$ cat config.mk
export PLATFORM = sky130hd
export DESIGN_NAME = psm_front
export DESIGN_NICKNAME = d
export VERILOG_FILES = /design/src/rtl/psm_pkg.sv /design/src/rtl/psm_front.sv
export SDC_FILE = /design/constraint.sdc
export NUM_CORES = 1
export LEC_CHECK = 0
export ABC_AREA = 1
export ABC_CLOCK_PERIOD_IN_PS = 25000
export CORE_ASPECT_RATIO = 0.5
export CORE_MARGIN = 10
export CORE_UTILIZATION = 41
export DETAILED_ROUTE_END_ITERATION = 8
export DONT_BUFFER_PORTS = 1
export SYNTH_ARGS = -nofsm -noshare
export SYNTH_HDL_FRONTEND = slang
export SYNTH_SLANG_ARGS = --single-unit
$ cat constraint.sdc
create_clock -name clk -period 25 [get_ports clk]
set_clock_uncertainty 0.2 [all_clocks]
set_input_delay 3.75 -clock clk [delete_from_list [all_inputs] [get_ports clk]]
set_output_delay 3.75 -clock clk [all_outputs]
set_load 0.05 [all_outputs]
$ cat src/rtl/psm_pkg.sv
// Shared types, sequencer states and saturation helper for the planar shadow matrix block.
package psm_pkg;

  typedef logic signed [31:0] word_t;

  // One queued transaction: both edge vectors and the third plane point
  typedef struct packed {
    word_t e1x;
    word_t e1y;
    word_t e1z;
    word_t e2x;
    word_t e2y;
    word_t e2z;
    word_t p2x;
    word_t p2y;
    word_t p2z;
  } item_t;

  typedef enum logic [3:0] {
    S_IDLE,
    S_CROSS,
    S_MAG,
    S_NORM,
    S_SQ,
    S_SQRT,
    S_DIV,
    S_PLANE,
    S_COL
  } state_t;

  localparam int QUEUE_DEPTH = 2;
  localparam int NUM_LIGHT   = 4;

  localparam logic signed [65:0] MAX32 = 66'sd2147483647;
  localparam logic signed [65:0] MIN32 = -66'sd2147483648;

  // Clamp a wide signed value to 32 bits signed
  function automatic word_t sat32(input logic signed [65:0] v);
    if (v > MAX32) begin
      return 32'sh7fffffff;
    end else if (v < MIN32) begin
      return 32'sh80000000;
    end else begin
      return v[31:0];
    end
  endfunction

endpackage

$ cat src/rtl/psm_front.sv
// Front end: accepts plane points, forms saturated edges and queues transactions.
module psm_front (
  input  logic            clk,
  input  logic            rst,
  input  logic            start,
  output logic            busy,
  input  psm_pkg::word_t  p0_x,
  input  psm_pkg::word_t  p0_y,
  input  psm_pkg::word_t  p0_z,
  input  psm_pkg::word_t  p1_x,
  input  psm_pkg::word_t  p1_y,
  input  psm_pkg::word_t  p1_z,
  input  psm_pkg::word_t  p2_x,
  input  psm_pkg::word_t  p2_y,
  input  psm_pkg::word_t  p2_z,
  output logic            head_valid,
  output psm_pkg::item_t  head,
  input  logic            pop
);
  import psm_pkg::*;

  localparam int PW = $clog2(QUEUE_DEPTH);

  item_t          mem [QUEUE_DEPTH];
  logic [PW-1:0]  wr_ptr;
  logic [PW-1:0]  rd_ptr;
  logic [PW:0]    count;
  logic           accept;
  item_t          entry;

  function automatic word_t sub_sat(input word_t a, input word_t b);
    return sat32(66'(a) - 66'(b));
  endfunction

  // Form the edges on the way in
  always_comb begin
    entry.e1x = sub_sat(p0_x, p1_x);
    entry.e1y = sub_sat(p0_y, p1_y);
    entry.e1z = sub_sat(p0_z, p1_z);
    entry.e2x = sub_sat(p1_x, p2_x);
    entry.e2y = sub_sat(p1_y, p2_y);
    entry.e2z = sub_sat(p1_z, p2_z);
    entry.p2x = p2_x;
    entry.p2y = p2_y;
    entry.p2z = p2_z;
  end

  assign busy       = (count == (PW+1)'(QUEUE_DEPTH));
  assign accept     = start && !busy;
  assign head_valid = (count != '0);
  assign head       = mem[rd_ptr];

  // Store accepted transaction
  always_ff @(posedge clk) begin
    if (accept) begin
      mem[wr_ptr] <= entry;
    end
  end

  // Advance pointers and fill count
  always_ff @(posedge clk) begin
    if (rst) begin
      wr_ptr <= '0;
      rd_ptr <= '0;
      count  <= '0;
    end else begin
      if (accept) begin
        wr_ptr <= wr_ptr + 1'b1;
      end
      if (pop) begin
        rd_ptr <= rd_ptr + 1'b1;
      end
      case ({accept, pop})
        2'b10:   count <= count + 1'b1;
        2'b01:   count <= count - 1'b1;
        default: count <= count;
      endcase
    end
  end

endmodule

; ---- After elaboration in Yosys (flattened, before gate mapping)
; Memories as Yosys holds them, arrays and structs flattened. A register that Yosys moved wholly into a read port is not among the register bits.
; Cells that the tools add are included.
[word_totals]
n_memories = 1
regBits = 4
ram_bits = 576
[classes]
n_mux = 17
add_sub_neg = 10
n_eq_ne = 3
reduce_logical = 4
n_lt_le_gt_ge = 12
[mem_list]
columns = name, depth, word_bits, rd, rd_ports_with_merged_regs, write_ports, line
row1 = mem, 2, 288, 1, 1, 1, psm_front.sv:24  ; item_t mem [QUEUE_DEPTH];
[op_table]
columns = cell, count
row1 = two-way mux 32 bit, 12
row2 = "> comparator 33 x 32 -> 1 bit, second input constant", 6
row3 = "less-than comparator 33 x 32 -> 1 bit, second input constant", 6
row4 = subtractor 32 x 32 -> 33 bit, 6
row5 = "== test 2 bit, second input constant", 2
row6 = two-way mux 1 bit, 4
row7 = one-hot mux 2 bit (2 select lines), 1
row8 = nonzero test 2 bit, 2
row9 = "adder 1 bit, second input constant", 2
row10 = "adder 2 x 1 -> 2 bit, second input constant", 1
row11 = "== test 2 x 1 -> 1 bit, second input constant", 1
row12 = "subtractor 2 x 1 -> 2 bit, second input constant", 1
row13 = logical AND 1 bit, 1
row14 = logical NOT 1 bit, 1

; ---- Logic depth before layout (Yosys ltp)
; Gate-level depths: netlist of the first run.
[depth]
ltp_word = 5
ltp_mapped = 22
depth_no_buf = 21

; ---- Least setup slack after synthesis of the first run
; No wires, ideal clock.
[synth_timing]
path_kind = input to register
startpoint = input port start
endpoint = memory mem[1][0] in the netlist's numbering (enable)
required_ns = 23.854
cell_stages = 2
setup_slack_ns = 7.972
n_path_buf = 0
arrival_ns = 15.882
path_cell_list = o21ai_0 -> nor2_1
[synth_via]
elab_chain_len = 3
[synth_lines]
columns = element, line
row1 = "start, declared", psm_front.sv:5  ; input logic start,
row2 = logical AND 1 bit, psm_front.sv:49  ; assign accept = start && !busy;
row3 = two-way mux 1 bit, psm_front.sv:55  ; if (accept) begin
row4 = two-way mux 1 bit (implied by the code), psm_front.sv:56  ; mem[wr_ptr] <= entry;
row5 = "end, declared", psm_front.sv:24
; No other way between the ends.

; ---- Worst setup path after layout of the first run
[layout_timing]
startpoint = input port start
endpoint = memory mem[0][84] in the netlist's numbering (enable)
; Same word-level chain as after synthesis.

==> run metrics, run 1 <==
total CTS buffers 55; slowest stage delay, CP 0.93 ns; fillers 8041; worst slew pin tran 1.266 ns; input/output buffers 0; initial antenna violation count 9; Root Buffer clkbuf_16; Worst Setup Slack, final 16.91 ns; Most used DFF post-synth edfxtp_1; DRT Pass-1 Iters 7; Pleak roughly 15 nW; Post-synth EDFFs roughly 580; GR Util met3 0.03911; Crit. End Element flop; CP startpoint start; CP Max Fanout 75; hold buffer count at cts 0; slowest cell on the critical path buf_4; drt total wl 110.6 mm; final worst-path cycle share 0.3235; routed vias/inst 5.302; number of global-route vias before repair around 24000; Synth-to-Final Area Change 8.401%; die area 96950 sq um; Synth top area share 0.5008; core area about 84000 sq um; critical hold path startpoint count[1]; I/O pin count a little under 600; post-CTS setup buffers 0; met1 GRT Util 0.2601; CTS resizes 0; clk sinks 581; DR vias 24750; PD cells 82.70 nW/um^2; Cells after Synth 3501; largest cells by area after synthesis edfxtp_1, mux2_2, nand2_1; Tot GR Track Use 0.2183; DRT iter0 DRCs 1755; hpwl dp roughly 89 mm; share of layout cells above drive strength 1 0.1269; Core Util, Final 0.4473; Die Span Y 225.2 um; CTS tree done; GRT met2 Usage 0.4046; leading area contributor after synthesis edfxtp_1; Fin. Hold Viols 0; global-route wire length before repair 161.0 mm; Core Rows 75; final count of negative-setup-slack endpoints 0; Synth Register Bits 581; pre-CTS setup slack approximately 16 ns; Rel. slew slack 0.1542; # DRC 0; Crit Path Category in2reg; DIE WIDTH approximately 430 um; register area share after synthesis 0.5037; remaining global-route overflow 0; Worst Hold Class reg2reg; crit start category input pin; status finished, final reports clean; Final TNS setup 0 ns; critical path, cell by cell o21ai_0, nor2_4, buf_4, buf_4, buf_4, buf_4, buf_4; clock tree buffer depth 3; Net Count, Synth 3992; crit path time final a little over 8 ns; wire per inst 23.68 um; synth unique cells 48; Ys Warns 0; Syn Std Cell Area 34540 sq um; crit path DAT ~8.1 ns; RSZ-0062 raised after global routing false; Mean Syn Cell Area 9.865 sq um; nets 3995; Clock transition at path regs 0.06 ns; RR Startpoint count[0]; MaxCap Viol Count 0; most used cell, CP buf_4; gr busiest metal met2; Max IR drop VDD 0.06681 mV; largest net degree at the start of global routing 132; Placer Congestion 0.9899; Initial Utilization 0.4126; clk_lat worst skew 0.62 ns; Achievable Freq approximately 120 MHz; htree depth 2; asr flop ratio synth 0; required time of the critical path 25.06 ns; max-slew violation count 0; Post-DRT Antenna Nets 0
==> Yosys cell counts, types with 6 or more instances <==
cell type,n
nand2_1,784
mux2_2,288
buf_2,14
o211ai_1,8
a21oi_1,238
o21ai_2,10
nor2_2,9
a21o_1,20
o21ai_1,23
a21oi_2,10
nand3_1,104
nand4_1,22
xnor2_1,76
fa_1,6
a21boi_0,7
nand2_2,21
inv_1,450
a211oi_1,12
clkbuf_1,40
nor2_1,223
nor4_1,10
buf_6,11
ha_1,193
nor3_1,22
nand3b_1,12
o21ai_0,188
edfxtp_1,576
xor2_1,64
o21a_1,11
==> logic make-up after synthesis <==
logic type / synth area share
AND/OR/NAND/NOR: 0.1459
flip-flops: 0.5037
AO/OA/AOI/OAI: 0.08651
buffers and inverters: 0.05970
multiplexers: 0.09390
adder cells (fa/ha/maj): 0.07340
XOR/XNOR: 0.03692
==> cell usage in the layout, fill, tap and decap left out, drive strengths merged, types with 76 or more instances in the layout <==
master  count
mux2      288
inv       456
nand2     805
ha        193
xnor2      76
edfxtp    576
nand3     108
nor2      232
o21ai     221
a21oi     248
==> area by class of cell <==
| class | count | area, sq um | area share |
|---|---|---|---|
| tap | 1116 | 1396 | 0.03730 |
| sequential | 581 | 17400 | 0.4648 |
| multi-input combinational | 2399 | 15090 | 0.4031 |
| clock inverter | 32 | 289.0 | 0.007720 |
| antenna | 8 | 20.02 | 0.0005347 |
| clock buffer | 66 | 1418 | 0.03787 |
| inverter | 452 | 1697 | 0.04532 |
| timing repair buffer | 15 | 125.1 | 0.003342 |
==> critical path, delay by kind of cell <==
| kind | cells | cell delay [ns] |
|---|---|---|
| buf+inv | 5 | 3.80 |
| compound gates | 1 | 0.27 |
| simple gates | 1 | 0.16 |
==> sequential cells by signal (all words and copies together) (netlist names), named ones only <==
signal	cells
count	2
mem	576
rd_ptr	1
wr_ptr	1
==> metrics by stage <==
stage / instances / hold slack (ns) / total power [W] / instance area (sq um)
detailed placement: 4563 / 0.2830 / 0.002298 / 35710
global route: 4665 / 0.3251 / 0.003240 / 37430
floorplan: 3501 / 0.2684 / 0.002114 / 34540
finish: 4669 / 0.2948 / 0.003096 / 37440
CTS: 4661 / 0.2954 / 0.003127 / 37420
global placement: 4563 / 0.2842 / 0.002285 / 35710
==> layer usage <==
layer,part of all wire,vias to the layer above
met1,0.40,11970
met4,0.023,2
met2,0.52,639
met3,0.053,114
met5,0.00012,-
li1,-,12020
==> power by group <==
part / total (W) / internal [W] / switching, W / leakage (nW)
clock network: 0.000825 / 0.000447 / 0.000379 / 0.829
registers: 0.00128 / 0.00125 / 0.0000261 / 5.40
logic: 0.000990 / 0.000232 / 0.000758 / 9.14
==> final timing paths <==
| check | slack [ns] | cells past startpoint | to |
|---|---|---|---|
| hold reg to reg | 0.29 | 2 | count[1] |
| hold / removal | 0.29 | 2 | count[1] |
| setup / recovery | 16.91 | 7 | mem[0][84] |
| setup reg to reg | 19.58 | 7 | mem[0][84] |
No activity file was read; power rests on OpenSTA's default activity.
==> run 2: changes to the inputs <==
Settings changed: ABC_CLOCK_PERIOD_IN_PS 25000 to 7200.
Clock period 25 ns to 7.2 ns, I/O delays scaled along.
==> run metrics, run 2 (synthesized netlist as in run 1, its figures left out) <==
status finished, final reports clean; Post-DRT Antenna Nets 0 (unchanged); sequential share of power 0.405 (-0.009); post-CTS setup buffers 0 (unchanged); switching pwr 0.004087 W (+250%); total CTS buffers 55 (unchanged); I/O pin count 582 (unchanged); clk_lat worst skew 0.61 ns (about the same); combinational fraction of design power 0.315 (-0.005); DR top layer met4; CTS resizes 0 (unchanged); Synth-to-Final Area Change 8.934%; commonest cells after routing, fill and taps aside nand2_1, edfxtp_1, inv_1; hpwl dp 89.80 mm (+0.89%); htree depth 2 (unchanged); Root Buffer clkbuf_16; initial antenna violation count 10 (+1); Tot GR Track Use 0.2213 (+0.002965); worst slew pin tran 1.223 ns (-0.04249 ns); crit path time final 4.012 ns; Pleak 15.44 nW (+0.43%); DRT Pass-1 Iters 5 (-2); share of layout cells above drive strength 1 0.1291 (+0.002147); Clock transition at path regs 0.06 ns (about the same); Crit. End Element primary output; MaxCap Viol Count 0 (unchanged); crit start category flop; drt total wl 112.2 mm (+1.5%); Worst Hold Class reg2reg; DIE WIDTH 430.5 um (unchanged); CP Max Fanout 60 (-20%); wire per inst 24.01 um (+1.4%); Max IR drop VDD 0.2097 mV (+210%); PD cells 291.5 nW/um^2 (+250%); core area 83710 sq um (unchanged); M1 WL 44.81 mm (+1.6%); Placed Area 35720 sq um (about the same); commonest non-fill, non-tap cell in the layout nand2_1; Initial Utilization 0.4126 (unchanged); DR vias 24860 (+0.44%); Cell Count Post-Placement 4561 (-0.044%); largest net degree at the start of global routing 170 (+29%); Core Util, Final 0.4495 (+0.002197); nets 3993 (-0.050%); Fin. Hold Viols 0 (unchanged); routed vias/inst 5.319 (+0.33%); RSZ-0062 raised after global routing false; # DRC 0 (unchanged); Sw Share 0.3727 (-0.002829); Non-Filler Instances 4674 (+0.11%); most flop-heavy register mem; Core Rows 75 (unchanged); clock power share 0.280 (+0.013); global-route wire length before repair 163.0 mm (+1.3%); RR Startpoint count[0]; input/output buffers 0 (unchanged); Achievable Freq roughly 250 MHz; remaining global-route overflow 0 (unchanged); hold buffer count at cts 0 (unchanged); final worst-path cycle share 0.5573; CTS tree done; max FFs per register 576 (unchanged); final count of negative-setup-slack endpoints 0 (unchanged); Placer Congestion 0.9718 (-1.8%); required time of the critical path 5.92 ns (-19.14 ns); die area 96950 sq um (unchanged); DRT iter0 DRCs 1730 (-1.4%); clk sinks 581 (unchanged); critical hold path startpoint count[1]; wire length on met3 5.619 mm (-4.4%); crit path DAT 2.73 ns (-5.41 ns); Die Span Y 225.2 um (unchanged); Hold Slack 0.2924 ns (-0.002443 ns); Rel. slew slack 0.1826 (+0.02840); max-slew violation count 0 (unchanged); largest registers mem: 576 flops, count: 2 flops; number of global-route vias before repair 24590 (+0.92%); design area 37620 sq um (+0.49%); clock tree buffer depth 3 (unchanged); Crit Path Category reg2out; Int Power 0.006878 W (+260%); WL met2 58.81 mm (+1.3%)
run 2: cell types whose count changed in the layout (fill, tap and decap cells not counted), sizes merged:
cell and delta:
clkinv -3, inv +1, clkbuf -1, buf -2
diode +2, bufinv +3, clkinvlp +5
run 2: critical path, stage by stage (launching register included):
cell	delay, ns
dfxtp_4	0.68
buf_4	0.74
mux2_2	0.58
run 2: power by group through the flow:
stage | Combinational [W] | Clock (W) | Sequential (W)
2_1_floorplan | 0.00274 | 0 | 0.00455
4_1_cts | 0.00349 | 0.00315 | 0.00445
3_3_place_gp | 0.00345 | 0 | 0.00450
6_report | 0.00346 | 0.00307 | 0.00444
5_1_grt | 0.00371 | 0.00327 | 0.00448
3_5_place_dp | 0.00348 | 0 | 0.00452
run 2: per-layer routing:
metal / vias up / global-route usage
met5: - / 0
met4: 0 / 0.06230
met3: 127 / 0.04130
met2: 580 / 0.4072
met1: 12130 / 0.2623
li1: 12030 / -
run 2: through the flow:
stage | setup TNS (ns) | total power (W) | worst slack, ns
finish | 0 | 0.01097 | 3.188
global route | 0 | 0.01146 | 2.883
CTS | 0 | 0.01109 | 3.088
detailed placement | 0 | 0.007999 | 2.463
global placement | 0 | 0.007950 | 2.478
floorplan | -1316.87 | 0.007284 | -2.292
run 2: layout make-up:
class                           count  area [sq um]
Inverter                          452          1697
Sequential cell                   581         17400
Tap cell                         1116          1396
Timing Repair Buffer               13         135.1
Clock inverter                     38         419.2
Multi-Input combinational cell   2399         15090
Fill cell                        8073         46080
Clock buffer                       65          1456
Antenna cell                       10         25.02
run 2: worst paths after layout:
path | slack, ns | endpoint | cells past startpoint
max | 3.19 | head[189] | 2
min | 0.29 | count[1] | 2
max reg2reg | 4.35 | mem[1][273] | 4
min reg2reg | 0.29 | count[1] | 2
